==> src/sv/mcg_pkg.sv <==
`default_nettype none
// ----------------------------------------------------------------------------
// mcg_pkg
// Shared types, constants and small functions for the month calendar grid.
// ----------------------------------------------------------------------------
package mcg_pkg;

  localparam int YearW  = 14;
  localparam int MonthW = 4;
  localparam int DayW   = 5;
  localparam int RowW   = 3;
  localparam int ColW   = 3;

  localparam logic [YearW-1:0]  YearMin        = 14'd1;
  localparam logic [YearW-1:0]  YearMax        = 14'd9999;
  localparam logic [MonthW-1:0] MonthJan       = 4'd1;
  localparam logic [MonthW-1:0] MonthFeb       = 4'd2;
  localparam logic [MonthW-1:0] MonthSep       = 4'd9;
  localparam logic [MonthW-1:0] MonthDec       = 4'd12;
  localparam logic [YearW-1:0]  FirstGregYear  = 14'd1752;

  // floor(ay / 100) as (ay * 5243) >> 19, exact for ay below 10000
  localparam int                RecipW         = 13;
  localparam logic [RecipW-1:0] Recip100       = 13'd5243;
  localparam int                RecipShift     = 19;
  localparam int                ProdW          = YearW + RecipW;

  // day 1 plus the 52 * 7 + 6 bias that keeps the Zeller sum positive
  localparam logic [10:0] ZellerBias = 11'd371;
  localparam logic [10:0] JulianEra  = 11'd5;

  localparam logic [DayW-1:0] SkipDay   = 5'd3;
  localparam logic [DayW-1:0] SkipCount = 5'd11;
  localparam logic [RowW-1:0] LastRow   = 3'd5;
  localparam logic [ColW-1:0] LastCol   = 3'd6;

  localparam int QueueDepth = 2;
  localparam int QueuePtrW  = 1;

  // classified request handed from front to back
  typedef struct packed {
    logic            err;
    logic            skip;   // September 1752
    logic [2:0]      first;  // weekday of the 1st, 0 Sunday
    logic [DayW-1:0] len;
  } desc_t;

  function automatic logic [DayW-1:0] month_days(input logic [MonthW-1:0] mo);
    logic [DayW-1:0] d;
    case (mo)
      4'd2:    d = 5'd28;
      4'd4:    d = 5'd30;
      4'd6:    d = 5'd30;
      4'd9:    d = 5'd30;
      4'd11:   d = 5'd30;
      default: d = 5'd31;
    endcase
    return d;
  endfunction

  // 13 * (m + 1) / 5 with March = 3 .. February = 14
  function automatic logic [5:0] zeller_month_term(input logic [MonthW-1:0] mo);
    logic [5:0] t;
    case (mo)
      4'd1:    t = 6'd36;
      4'd2:    t = 6'd39;
      4'd3:    t = 6'd10;
      4'd4:    t = 6'd13;
      4'd5:    t = 6'd15;
      4'd6:    t = 6'd18;
      4'd7:    t = 6'd20;
      4'd8:    t = 6'd23;
      4'd9:    t = 6'd26;
      4'd10:   t = 6'd28;
      4'd11:   t = 6'd31;
      4'd12:   t = 6'd33;
      default: t = 6'd0;
    endcase
    return t;
  endfunction

  // 8 = 1 mod 7, so fold octal digits
  function automatic logic [2:0] mod7(input logic [10:0] x);
    logic [4:0] s1;
    logic [3:0] s2;
    s1 = 5'(x[2:0]) + 5'(x[5:3]) + 5'(x[8:6]) + 5'(x[10:9]);
    s2 = 4'(s1[2:0]) + 4'(s1[4:3]);
    if (s2 >= 4'd7) begin
      s2 = s2 - 4'd7;
    end
    return s2[2:0];
  endfunction

endpackage
`default_nettype wire

==> src/sv/mcg_if.sv <==
`default_nettype none
// ----------------------------------------------------------------------------
// mcg_req_if / mcg_cell_if
// Valid/ready channels for requests and grid cells.
// ----------------------------------------------------------------------------
interface mcg_req_if;
  logic        valid;
  logic        ready;
  logic [13:0] year;
  logic [3:0]  month;

  modport source (output valid, year, month, input ready);
  modport sink   (input valid, year, month, output ready);
endinterface

interface mcg_cell_if;
  logic       valid;
  logic       ready;
  logic [4:0] cell_day;
  logic [2:0] cell_row;
  logic [2:0] cell_column;
  logic       range_error;
  logic       last_cell;

  modport source (output valid, cell_day, cell_row, cell_column, range_error, last_cell,
                  input ready);
  modport sink   (input valid, cell_day, cell_row, cell_column, range_error, last_cell,
                  output ready);
endinterface
`default_nettype wire

==> src/sv/mcg_front.sv <==
`default_nettype none
// ----------------------------------------------------------------------------
// mcg_front
// Three-stage classifier: range check, century split, Zeller weekday and
// month length. Emits one descriptor per request.
// ----------------------------------------------------------------------------
module mcg_front (
  input  wire logic          clk_i,
  input  wire logic          rst_ni,
  mcg_req_if.sink            req_i,
  output logic               desc_valid_o,
  input  wire logic          desc_ready_i,
  output mcg_pkg::desc_t     desc_o
);
  import mcg_pkg::*;

  typedef struct packed {
    logic              err;
    logic              greg;      // Gregorian weekday rule
    logic              post_leap; // Gregorian leap rule
    logic              skip;
    logic              feb;
    logic              y4;
    logic [MonthW-1:0] month;
  } flags_t;

  // stage A: raw request
  logic              a_valid_q;
  logic [YearW-1:0]  a_year_q;
  logic [MonthW-1:0] a_month_q;
  // stage B: product
  logic              b_valid_q;
  logic [YearW-1:0]  b_ay_q;
  logic [ProdW-1:0]  b_prod_q;
  flags_t            b_flags_q;
  // stage C: century and year of century
  logic              c_valid_q;
  logic [6:0]        c_cc_q;
  logic [6:0]        c_yy_q;
  flags_t            c_flags_q;

  logic a_en, b_en, c_en;
  assign c_en = !c_valid_q || desc_ready_i;
  assign b_en = !b_valid_q || c_en;
  assign a_en = !a_valid_q || b_en;
  assign req_i.ready = a_en;

  // stage A logic
  flags_t           a_flags;
  logic [YearW-1:0] a_ay;
  logic             a_jf;
  always_comb begin
    a_jf            = (a_month_q == MonthJan) || (a_month_q == MonthFeb);
    a_ay            = a_year_q - YearW'(a_jf);
    a_flags.err     = (a_year_q < YearMin) || (a_year_q > YearMax) ||
                      (a_month_q < MonthJan) || (a_month_q > MonthDec);
    a_flags.post_leap = a_year_q > FirstGregYear;
    a_flags.greg    = (a_year_q > FirstGregYear) ||
                      ((a_year_q == FirstGregYear) && (a_month_q > MonthSep));
    a_flags.skip    = (a_year_q == FirstGregYear) && (a_month_q == MonthSep);
    a_flags.feb     = a_month_q == MonthFeb;
    a_flags.y4      = a_year_q[1:0] == 2'b00;
    a_flags.month   = a_month_q;
  end

  // stage B logic
  logic [7:0] b_cc_w;
  logic [6:0] b_cc;
  logic [YearW-1:0] b_yy_w;
  always_comb begin
    b_cc_w = b_prod_q[RecipShift +: 8];
    b_cc   = b_cc_w[6:0];
    b_yy_w = b_ay_q - ((YearW'(b_cc) << 6) + (YearW'(b_cc) << 5) + (YearW'(b_cc) << 2));
  end

  always_ff @(posedge clk_i or negedge rst_ni) begin
    if (!rst_ni) begin
      a_valid_q <= 1'b0;
      b_valid_q <= 1'b0;
      c_valid_q <= 1'b0;
    end else begin
      if (a_en) a_valid_q <= req_i.valid;
      if (b_en) b_valid_q <= a_valid_q;
      if (c_en) c_valid_q <= b_valid_q;
    end
  end

  always_ff @(posedge clk_i) begin
    if (a_en) begin
      a_year_q  <= req_i.year;
      a_month_q <= req_i.month;
    end
    if (b_en) begin
      b_ay_q    <= a_ay;
      b_prod_q  <= ProdW'(a_ay) * ProdW'(Recip100);
      b_flags_q <= a_flags;
    end
    if (c_en) begin
      c_cc_q    <= b_cc;
      c_yy_q    <= b_yy_w[6:0];
      c_flags_q <= b_flags_q;
    end
  end

  // stage C logic: Zeller sum mod 7 and month length
  logic [10:0] base, zsum;
  logic        leap;
  always_comb begin
    base = 11'(zeller_month_term(c_flags_q.month)) + 11'(c_yy_q) + 11'(c_yy_q[6:2]) +
           ZellerBias;
    if (c_flags_q.greg) begin
      zsum = base + 11'(c_cc_q[6:2]) - 11'({c_cc_q, 1'b0});
    end else begin
      zsum = base + JulianEra - 11'(c_cc_q);
    end
    // for February the split is of year - 1: a century year shows as 99
    if (c_flags_q.post_leap) begin
      leap = c_flags_q.y4 && ((c_yy_q != 7'd99) || (c_cc_q[1:0] == 2'b11));
    end else begin
      leap = c_flags_q.y4;
    end
    desc_o.err   = c_flags_q.err;
    desc_o.skip  = c_flags_q.skip;
    desc_o.first = mod7(zsum);
    if (c_flags_q.feb) begin
      desc_o.len = leap ? 5'd29 : 5'd28;
    end else begin
      desc_o.len = month_days(c_flags_q.month);
    end
  end

  assign desc_valid_o = c_valid_q;

endmodule
`default_nettype wire

==> src/sv/mcg_queue.sv <==
`default_nettype none
// ----------------------------------------------------------------------------
// mcg_queue
// Small descriptor FIFO between the classifier and the grid walker.
// ----------------------------------------------------------------------------
module mcg_queue (
  input  wire logic          clk_i,
  input  wire logic          rst_ni,
  input  wire logic          push_valid_i,
  output logic               push_ready_o,
  input  mcg_pkg::desc_t     push_data_i,
  output logic               pop_valid_o,
  input  wire logic          pop_ready_i,
  output mcg_pkg::desc_t     pop_data_o
);
  import mcg_pkg::*;

  desc_t                mem_q [QueueDepth];
  logic [QueuePtrW-1:0] wr_ptr_q, rd_ptr_q;
  logic [QueuePtrW:0]   count_q, count_d;
  logic                 push, pop;

  assign push_ready_o = count_q != (QueuePtrW + 1)'(QueueDepth);
  assign pop_valid_o  = count_q != '0;
  assign push         = push_valid_i && push_ready_o;
  assign pop          = pop_ready_i && pop_valid_o;
  assign pop_data_o   = mem_q[rd_ptr_q];

  always_comb begin
    count_d = count_q;
    if (push && !pop) begin
      count_d = count_q + 1'b1;
    end else if (pop && !push) begin
      count_d = count_q - 1'b1;
    end
  end

  always_ff @(posedge clk_i or negedge rst_ni) begin
    if (!rst_ni) begin
      wr_ptr_q <= '0;
      rd_ptr_q <= '0;
      count_q  <= '0;
    end else begin
      count_q <= count_d;
      if (push) wr_ptr_q <= wr_ptr_q + 1'b1;
      if (pop)  rd_ptr_q <= rd_ptr_q + 1'b1;
    end
  end

  always_ff @(posedge clk_i) begin
    if (push) begin
      mem_q[wr_ptr_q] <= push_data_i;
    end
  end

endmodule
`default_nettype wire

==> src/sv/mcg_back.sv <==
`default_nettype none
// ----------------------------------------------------------------------------
// mcg_back
// Grid walker: steps row and column over the 42 cells of one descriptor, or
// one error cell if it is out of range, and drives the registered cell output.
// ----------------------------------------------------------------------------
module mcg_back (
  input  wire logic          clk_i,
  input  wire logic          rst_ni,
  input  wire logic          desc_valid_i,
  output logic               desc_ready_o,
  input  mcg_pkg::desc_t     desc_i,
  mcg_cell_if.source         cell_o
);
  import mcg_pkg::*;

  logic            busy_q, busy_d;
  desc_t           desc_q;
  logic [RowW-1:0] row_q, row_d;
  logic [ColW-1:0] col_q, col_d;
  logic [DayW:0]   day_q, day_d;   // runs one past the month length

  logic            out_valid_q, out_valid_d;
  logic [DayW-1:0] out_day_q;
  logic [RowW-1:0] out_row_q;
  logic [ColW-1:0] out_col_q;
  logic            out_err_q, out_last_q;

  logic            emit, last, blank, load;
  logic [DayW:0]   day_eff;

  assign emit = busy_q && (!out_valid_q || cell_o.ready);
  assign last = desc_q.err || ((row_q == LastRow) && (col_q == LastCol));
  assign load = desc_valid_i && (!busy_q || (emit && last));
  assign desc_ready_o = load;

  always_comb begin
    blank   = (day_q > (DayW + 1)'(desc_q.len)) ||
              ((row_q == '0) && (3'(col_q) < desc_q.first));
    day_eff = (desc_q.skip && (day_q == (DayW + 1)'(SkipDay)))
              ? day_q + (DayW + 1)'(SkipCount) : day_q;

    busy_d = busy_q;
    row_d  = row_q;
    col_d  = col_q;
    day_d  = day_q;
    if (emit) begin
      if (!blank) begin
        day_d = day_eff + 1'b1;
      end
      if (col_q == LastCol) begin
        col_d = '0;
        row_d = row_q + 1'b1;
      end else begin
        col_d = col_q + 1'b1;
      end
      if (last) begin
        busy_d = 1'b0;
      end
    end
    if (load) begin
      busy_d = 1'b1;
      row_d  = '0;
      col_d  = '0;
      day_d  = (DayW + 1)'(1);
    end

    out_valid_d = out_valid_q;
    if (emit) begin
      out_valid_d = 1'b1;
    end else if (cell_o.ready) begin
      out_valid_d = 1'b0;
    end
  end

  always_ff @(posedge clk_i or negedge rst_ni) begin
    if (!rst_ni) begin
      busy_q      <= 1'b0;
      out_valid_q <= 1'b0;
    end else begin
      busy_q      <= busy_d;
      out_valid_q <= out_valid_d;
    end
  end

  always_ff @(posedge clk_i) begin
    row_q <= row_d;
    col_q <= col_d;
    day_q <= day_d;
    if (load) begin
      desc_q <= desc_i;
    end
    if (emit) begin
      if (desc_q.err) begin
        out_day_q <= '0;
        out_row_q <= '0;
        out_col_q <= '0;
      end else begin
        out_day_q <= blank ? '0 : day_eff[DayW-1:0];
        out_row_q <= row_q;
        out_col_q <= col_q;
      end
      out_err_q  <= desc_q.err;
      out_last_q <= last;
    end
  end

  assign cell_o.valid       = out_valid_q;
  assign cell_o.cell_day    = out_day_q;
  assign cell_o.cell_row    = out_row_q;
  assign cell_o.cell_column = out_col_q;
  assign cell_o.range_error = out_err_q;
  assign cell_o.last_cell   = out_last_q;

endmodule
`default_nettype wire

==> src/sv/month_calendar_grid.sv <==
`default_nettype none
// Throughput: one cell per cycle from the grid walker while cell_o.ready is
// high, giving 42 cells per valid request and one cell per out-of-range request;
// the walker sets the rate.
// The classifier runs ahead of the walker through a two-entry descriptor queue.
// Reset (rst_ni, asynchronous, active low) empties the pipeline, queue and output.
// ----------------------------------------------------------------------------
// month_calendar_grid
// Emits the 6-by-7 Sunday-first day grid of a month, Julian/Gregorian 1752.
// ----------------------------------------------------------------------------
module month_calendar_grid (
  input  wire logic clk_i,
  input  wire logic rst_ni,
  mcg_req_if.sink   req_i,
  mcg_cell_if.source cell_o
);
  import mcg_pkg::*;

  logic  fq_valid, fq_ready;
  desc_t fq_desc;
  logic  qb_valid, qb_ready;
  desc_t qb_desc;

  mcg_front u_front (
    .clk_i        (clk_i),
    .rst_ni       (rst_ni),
    .req_i        (req_i),
    .desc_valid_o (fq_valid),
    .desc_ready_i (fq_ready),
    .desc_o       (fq_desc)
  );

  mcg_queue u_queue (
    .clk_i        (clk_i),
    .rst_ni       (rst_ni),
    .push_valid_i (fq_valid),
    .push_ready_o (fq_ready),
    .push_data_i  (fq_desc),
    .pop_valid_o  (qb_valid),
    .pop_ready_i  (qb_ready),
    .pop_data_o   (qb_desc)
  );

  mcg_back u_back (
    .clk_i        (clk_i),
    .rst_ni       (rst_ni),
    .desc_valid_i (qb_valid),
    .desc_ready_o (qb_ready),
    .desc_i       (qb_desc),
    .cell_o       (cell_o)
  );

endmodule
`default_nettype wire

==> src/flat_wrapper.sv <==
// flat-port wrapper written by rule: the top's interface ports become plain ports
module month_calendar_grid_flat import mcg_pkg::*;
  (clk_i, rst_ni, req_i_valid, req_i_year, req_i_month, req_i_ready, cell_o_valid, cell_o_cell_day, cell_o_cell_row, cell_o_cell_column, cell_o_range_error, cell_o_last_cell, cell_o_ready);
  mcg_req_if req_i_i ();
  mcg_cell_if cell_o_i ();
  input  wire logic clk_i;
  input  wire logic rst_ni;
  input wire logic [$bits(req_i_i.valid)-1:0] req_i_valid;
  input wire logic [$bits(req_i_i.year)-1:0] req_i_year;
  input wire logic [$bits(req_i_i.month)-1:0] req_i_month;
  output wire logic [$bits(req_i_i.ready)-1:0] req_i_ready;
  output wire logic [$bits(cell_o_i.valid)-1:0] cell_o_valid;
  output wire logic [$bits(cell_o_i.cell_day)-1:0] cell_o_cell_day;
  output wire logic [$bits(cell_o_i.cell_row)-1:0] cell_o_cell_row;
  output wire logic [$bits(cell_o_i.cell_column)-1:0] cell_o_cell_column;
  output wire logic [$bits(cell_o_i.range_error)-1:0] cell_o_range_error;
  output wire logic [$bits(cell_o_i.last_cell)-1:0] cell_o_last_cell;
  input wire logic [$bits(cell_o_i.ready)-1:0] cell_o_ready;
  assign req_i_i.valid = req_i_valid;
  assign req_i_i.year = req_i_year;
  assign req_i_i.month = req_i_month;
  assign req_i_ready = req_i_i.ready;
  assign cell_o_valid = cell_o_i.valid;
  assign cell_o_cell_day = cell_o_i.cell_day;
  assign cell_o_cell_row = cell_o_i.cell_row;
  assign cell_o_cell_column = cell_o_i.cell_column;
  assign cell_o_range_error = cell_o_i.range_error;
  assign cell_o_last_cell = cell_o_i.last_cell;
  assign cell_o_i.ready = cell_o_ready;
  month_calendar_grid u_core (.clk_i(clk_i), .rst_ni(rst_ni), .req_i(req_i_i), .cell_o(cell_o_i));
endmodule
==> config.mk <==
export PLATFORM = sky130hd
export DESIGN_NAME = month_calendar_grid_flat
export DESIGN_NICKNAME = d
export VERILOG_FILES = /design/src/sv/mcg_pkg.sv /design/src/sv/mcg_if.sv /design/src/sv/mcg_front.sv /design/src/sv/mcg_queue.sv /design/src/sv/mcg_back.sv /design/src/sv/month_calendar_grid.sv /design/src/flat_wrapper.sv
export SDC_FILE = /design/constraint.sdc
export NUM_CORES = 1
export LEC_CHECK = 0
export BUFFER_PORTS_ARGS = -buffer_cell sky130_fd_sc_hd__buf_4
export CAP_MARGIN = 20
export CELL_PAD_IN_SITES_DETAIL_PLACEMENT = 0
export CELL_PAD_IN_SITES_GLOBAL_PLACEMENT = 1
export CORE_MARGIN = 2
export CORE_UTILIZATION = 51
export DETAILED_ROUTE_END_ITERATION = 8
export PLACE_DENSITY_LB_ADDON = 0.1
export SYNTH_ARGS = -nofsm -noshare
export SYNTH_HDL_FRONTEND = slang
export SYNTH_SLANG_ARGS = --single-unit
==> constraint.sdc <==
create_clock -name clk_i -period 8.8 [get_ports clk_i]
set_input_delay 1.76 -clock clk_i [delete_from_list [all_inputs] [get_ports clk_i]]
set_output_delay 1.76 -clock clk_i [all_outputs]
set_load 0.1 [all_outputs]
* After elaboration in Yosys (flattened, before gate mapping)
Memories as Yosys holds them, arrays and structs flattened. A register that Yosys moved wholly into a read port is not among the register bits.
Index checks and enable logic that the tools add are counted.
** Operators by class
- Add/sub/neg operators :: 24
- $mul :: 1
- Bitwise operators :: 1
- Muxes and demuxes :: 18
- Equality and inequality tests :: 15
- Order comparisons :: 9
- Reductions and logical operators :: 45
** Operators by type and width (count)
- $mul A14 B13 Y26 const B :: 1
- $add A7 B7 Y7 :: 2
- $eq A14 B11 Y1 const B :: 1
- $gt A14 B11 Y1 const B :: 1
- $gt A14 B14 Y1 const B :: 1
- $lt A14 B1 Y1 const B :: 1
- $sub A14 B1 Y14 :: 1
- $logic_and A1 B1 Y1 :: 13
- $logic_or A1 B1 Y1 :: 13
- $eq A4 B4 Y1 const B :: 3
- $add A10 B3 Y11 const B :: 1
- $add A10 B5 Y11 :: 1
- $mux W11 :: 1
- $sub A11 B7 Y11 :: 1
- $sub A11 B8 Y11 :: 1
- $add A9 B9 Y10 const B :: 1
- $reduce_bool A2 Y1 :: 5
- $add A8 B5 Y9 :: 1
- $mux W1 :: 9
- $add A6 B7 Y8 :: 1
- $eq A4 B2 Y1 const B :: 2
- $eq A4 B3 Y1 const B :: 2
- $gt A4 B4 Y1 const B :: 2
- $logic_not A1 Y1 :: 7
- 33 further kinds :: 41
** Word-level totals
- Output and inout port bits :: 15
- Word-level logic and storage cells :: 152
- Memories :: 2
- RAM bits :: 14
- Input port bits :: 22
- Register bits after elaboration :: 124
- Bits in read-only memories :: 96
** Memories
- (no name shown) :: words 16, bits a word 6, rd ports 1, clocked after memory_dff 1, wr ports 0, RTL line mcg_pkg.sv:64 : case (mo)
- u_core.u_queue.mem_q :: words 2, bits a word 7, rd ports 1, clocked after memory_dff 1, wr ports 1, RTL line mcg_queue.sv:18 : desc_t mem_q [QueueDepth];

* Longest topological paths before layout
- Depth after elaboration :: 12
- Gate-level depth with buffers :: 36
- Mapped depth without buffers :: 36

* Hierarchy
A second synthesis with hierarchy kept.
** Unflattened totals
- Cells, all modules :: 1005
- Area total of the unflattened synthesis :: 10988.0 µm²
** Modules (own cells, without submodules)
- mcg_front :: area an instance 8284.2 µm², seq. area each 2177.1 µm², times used 1, cells an instance 799
- mcg_back :: area an instance 1771.7 µm², seq. area each 980.9 µm², times used 1, cells an instance 157
- mcg_queue :: area an instance 932.1 µm², seq. area each 700.7 µm², times used 1, cells an instance 49

* Worst setup path before layout
Ideal clock, no wire load.
- Kind :: reg2reg
- Start point :: reg u_core.u_front.c_yy_q[3]
- End point :: mem u_core.u_queue.mem_q[0][2] (netlist name) (data pin)
- Setup time :: 0.277 ns
- Arrival time :: 6.999 ns
- Required time :: 8.523 ns
- Stages on the path, launching flop included :: 35
- Period minus slack after synthesis :: 7.276 ns
- Path buffers :: 0
- Path slack :: 1.524 ns
- Path through :: edfxtp_1 > inv_1 > ha_1 > fa_1 > inv_1 > ha_1 > fa_1 > inv_1 > ha_1 > inv_1 > fa_1 > a21o_1 > a21oi_1 > nor2b_1 > o21a_1 > or3_1 > nand2_1 > mux2i_1 > fa_1 > inv_1 > fa_1 > inv_1 > ha_1 > fa_1 > xor2_1 > ha_1 > inv_1 > fa_1 > inv_1 > ha_1 > nand2_1 > nand2_1 > nand2_1 > o21ai_0 > xor2_1
** RTL lines
- from (decl) :: RTL line mcg_front.sv:39 : logic [6:0] c_yy_q;
- from (signal assigned) :: RTL line mcg_front.sv:100 : c_yy_q <= b_yy_w[6:0];
- to (decl) :: RTL line mcg_queue.sv:18

==> flow_summary.toml <==
[cells_and_area]
fin_nets = 1288
fin_cells = 1300
final_core_util_pct = 57.4
area_delta_synth_final_pct = 10.9
antenna_cells = 0
final_layout_size_suffix_gt1_share_pct = 8.54
nFillCells = 1792

[synth]
synth_mux_area_share_pct = 1.58
synth-xor-area-share_pct = 4.69
synth_area_leaders = "edfxtp_1 29%, ha_1 20%, fa_1 15%, inv_1 7.4%, dfxtp_1 3.5%"
ys_async_sr_fraction_pct = 7.09
synth-simple-area-share_pct = 8.77
ys_ff_latch = 127
postSynthAreaPerCell_sq_um = 10.8
ys_seq_area_share_pct = 34.4
synth_top_family_by_area = "adder cells"
synth-main-ff-cell = "edfxtp_1"
synth_top_area_cell = "edfxtp_1"
synth_area_sq_mm = 0.0104
synthAdderAreaFrac_pct = 35.5
synth_cell_types = 58
netlist.area_leader.share_pct = 28.8
synth.net_count = 1237
synth_edf_count = 100
synth_compound_area_share_pct = 7.32
syn_inst = 966
yosysWarnings = 0

[timing]
fin_crit_sh_pct = 88.1
fin_skew_ns = 0.0150
slew_viol_final = 0
hold_violations = 0
timing.fmax_mhz = 129
min_period_ns = 7.76
rsz0062_at_grt = "false"
finalSetupViolCount = 0
slew_headroom_pct = 33.6
final.setup.tns_ns = 0
worst_pin_slew_ns = 0.993

[detailed_routing]
drt-pass1-iter-count = 6
vias_per_cell = 4.97
drc_errors = 0
antenna_left = 0
drt_iter0_drc = 166
totalWireLength_microns = 18100
wire_per_inst_microns = 14.0
dr_total_vias = 6455

[placed_design]
gp_congestion = 0.859
portBuffers = 36
dpl.hpwl_microns = 14900
place_inst = 1268

[global_routing]
grt_usage_pct = 17.8
grt_pass1_vias = 6420
grt_pass1_wl_microns = 30400
grt_max_degree = 31
grt_overflow = 0
antenna_found_initial = 0

[setup_path]
required_ns = 8.93
crit_top_cell = "inv_1"
crit_arrival_ns = 7.89
cpPeakStageDelay_ns = 0.53
endpoint_kind = "flip-flop"
start_kind = "flip-flop"
worstPathMaxFanout = 4
cp_slowest_cell = "fa_1"
critPathKind = "reg -> reg"

[clock_network]
cts_max_level = 4
clkSlewWorstSetupHoldPaths_ns = 0.06
cts_resized = 0
worstSkewPairLatency_ns = 0.41
clockRootBuffer = "clkbuf_16"
post_cts_buffers = 0
cts_tree = "built"
cts_hold_buf = 0
numCtsBuffers = 17
cts.sinks = 127
clk_path_buf_depth = 2

[floorplanning]
start_util_pct = 51.7
core-area_sq_mm = 0.0202
row_count = 52
die-area_sq_mm = 0.0216
die_h_microns = 147
die_w_microns = 147
io_pins = 37

[outcome]
status = "complete, no violations"

[flow_run]
maxCapViolations = 0

[hold_path]
hp-class = "reg -> reg"
Yosys cell counts, drive strengths merged (4+ instances only):
master	number
ha	171
or3	6
nand2b	12
a21oi	36
a21o	9
o21bai	4
or4	4
o21ai	23
nand3	13
nor2b	10
fa	78
edfxtp	100
mux2i	6
o31ai	4
nand2	47
o21a	14
o22ai	4
xnor2	38
dfxtp	18
inv	209
dfrtp	9
o211ai	6
nand4	9
clkbuf	4
xor2	17
nor2	51
mux2	9
nor3	15
a211oi	6
a31oi	4
worst paths after layout:
kind	slack (ns)	to	cells after the start	startpoint
setup / recovery	1.04	u_core.u_queue.mem_q[0][3]$_DFFE_PP_	35	u_core.u_front.c_yy_q[3]$_DFFE_PN_
hold / removal	0.42	u_core.u_front.c_flags_q[8]$_DFFE_PN_	0	u_core.u_front.b_flags_q[8]$_DFFE_PP_
setup reg to reg	1.04	u_core.u_queue.mem_q[0][3]$_DFFE_PP_	35	u_core.u_front.c_yy_q[3]$_DFFE_PN_
hold reg to reg	0.42	u_core.u_front.c_flags_q[8]$_DFFE_PN_	0	u_core.u_front.b_flags_q[8]$_DFFE_PP_
max in group asynchronous	7.51	u_core.u_front.b_valid_q$_DFFE_PN0P_	1	rst_ni
min in group asynchronous	1.15	u_core.u_queue.count_q[1]$_DFFE_PN0P_	1	rst_ni
through the flow:
| stage | setup slack (ns) | area [sq um] | hold WS (ns) |
|---|---|---|---|
| 6_report | 1.04 | 11600 | 0.417 |
| 3_5_place_dp | 1.03 | 11000 | 0.405 |
| 4_1_cts | 0.980 | 11600 | 0.418 |
| 3_3_place_gp | 1.13 | 11000 | 0.401 |
| 5_1_grt | 0.492 | 11600 | 0.418 |
| 2_1_floorplan | 1.52 | 10400 | 0.400 |
cell families after synthesis:
family / after synthesis
flops: 127
simple gates: 183
buf+inv: 216
fa+ha+maj: 249
compound gates: 121
mux: 15
xor+xnor: 55
layer usage:
layer,up-vias,GRT usage (%),wire (microns)
li1,3331,-,-
met1,3044,22.2,7960
met2,67,32.0,9520
met3,13,3.20,442
met4,0,4.57,220
met5,-,0,0
cells in the final DEF, fill, tap and decap left out, drive strengths merged, types with 5 or more instances in the layout:
| cell | n |
|---|---|
| a211oi | 6 |
| nand2b | 12 |
| mux2i | 6 |
| o211ai | 6 |
| nor2b | 10 |
| dfxtp | 18 |
| buf | 39 |
| clkbuf | 18 |
| dfrtp | 9 |
| a21o | 9 |
| mux2 | 9 |
| or3 | 6 |
| edfxtp | 100 |
| nor3 | 15 |
| xor2 | 17 |
| o21a | 14 |
| xnor2 | 38 |
| a21oi | 36 |
| o21ai | 23 |
| nor2 | 51 |
| nand4 | 9 |
| fa | 78 |
| inv | 217 |
| ha | 171 |
| nand3 | 13 |
| clkinv | 5 |
| nand2 | 47 |
area by class of cell:
cell class | instances | area (sq um) | share of cell area, %
flip-flops and latches | 127 | 3590 | 31.0
clock buffers | 18 | 429 | 3.71
repair buffers | 39 | 293 | 2.53
inverters | 209 | 785 | 6.78
well taps | 270 | 338 | 2.92
clock inverters | 14 | 105 | 0.908
multi-input cells | 623 | 6040 | 52.2
worst max-delay path: cells and delay by family (launching register included):
family | cells | cell delay, ns
XOR/XNOR | 1 | 0.17
multiplexers | 1 | 0.08
flip-flops | 1 | 0.39
AND/OR/NAND/NOR | 7 | 0.76
buffers and inverters | 8 | 0.46
AO/OA/AOI/OAI | 5 | 0.83
adder cells (fa/ha/maj) | 13 | 4.76
state kept, by name (all words and copies together) (netlist names), 6 cells and up, named ones only:
| name | cells |
|---|---|
| u_core.u_front.a_year_q | 14 |
| u_core.u_queue.mem_q | 14 |
| u_core.u_front.b_flags_q | 10 |
| u_core.u_front.c_flags_q | 8 |
| u_core.u_back.desc_q | 7 |
| u_core.u_front.b_ay_q | 7 |
| u_core.u_front.b_prod_q | 7 |
| u_core.u_front.c_cc_q | 7 |
| u_core.u_front.c_yy_q | 7 |
| u_core.u_back.day_q | 6 |
Power is left out: the tool's default activity adds up to more than one toggle a clock period on the data nets, which glitch-free logic cannot reach.
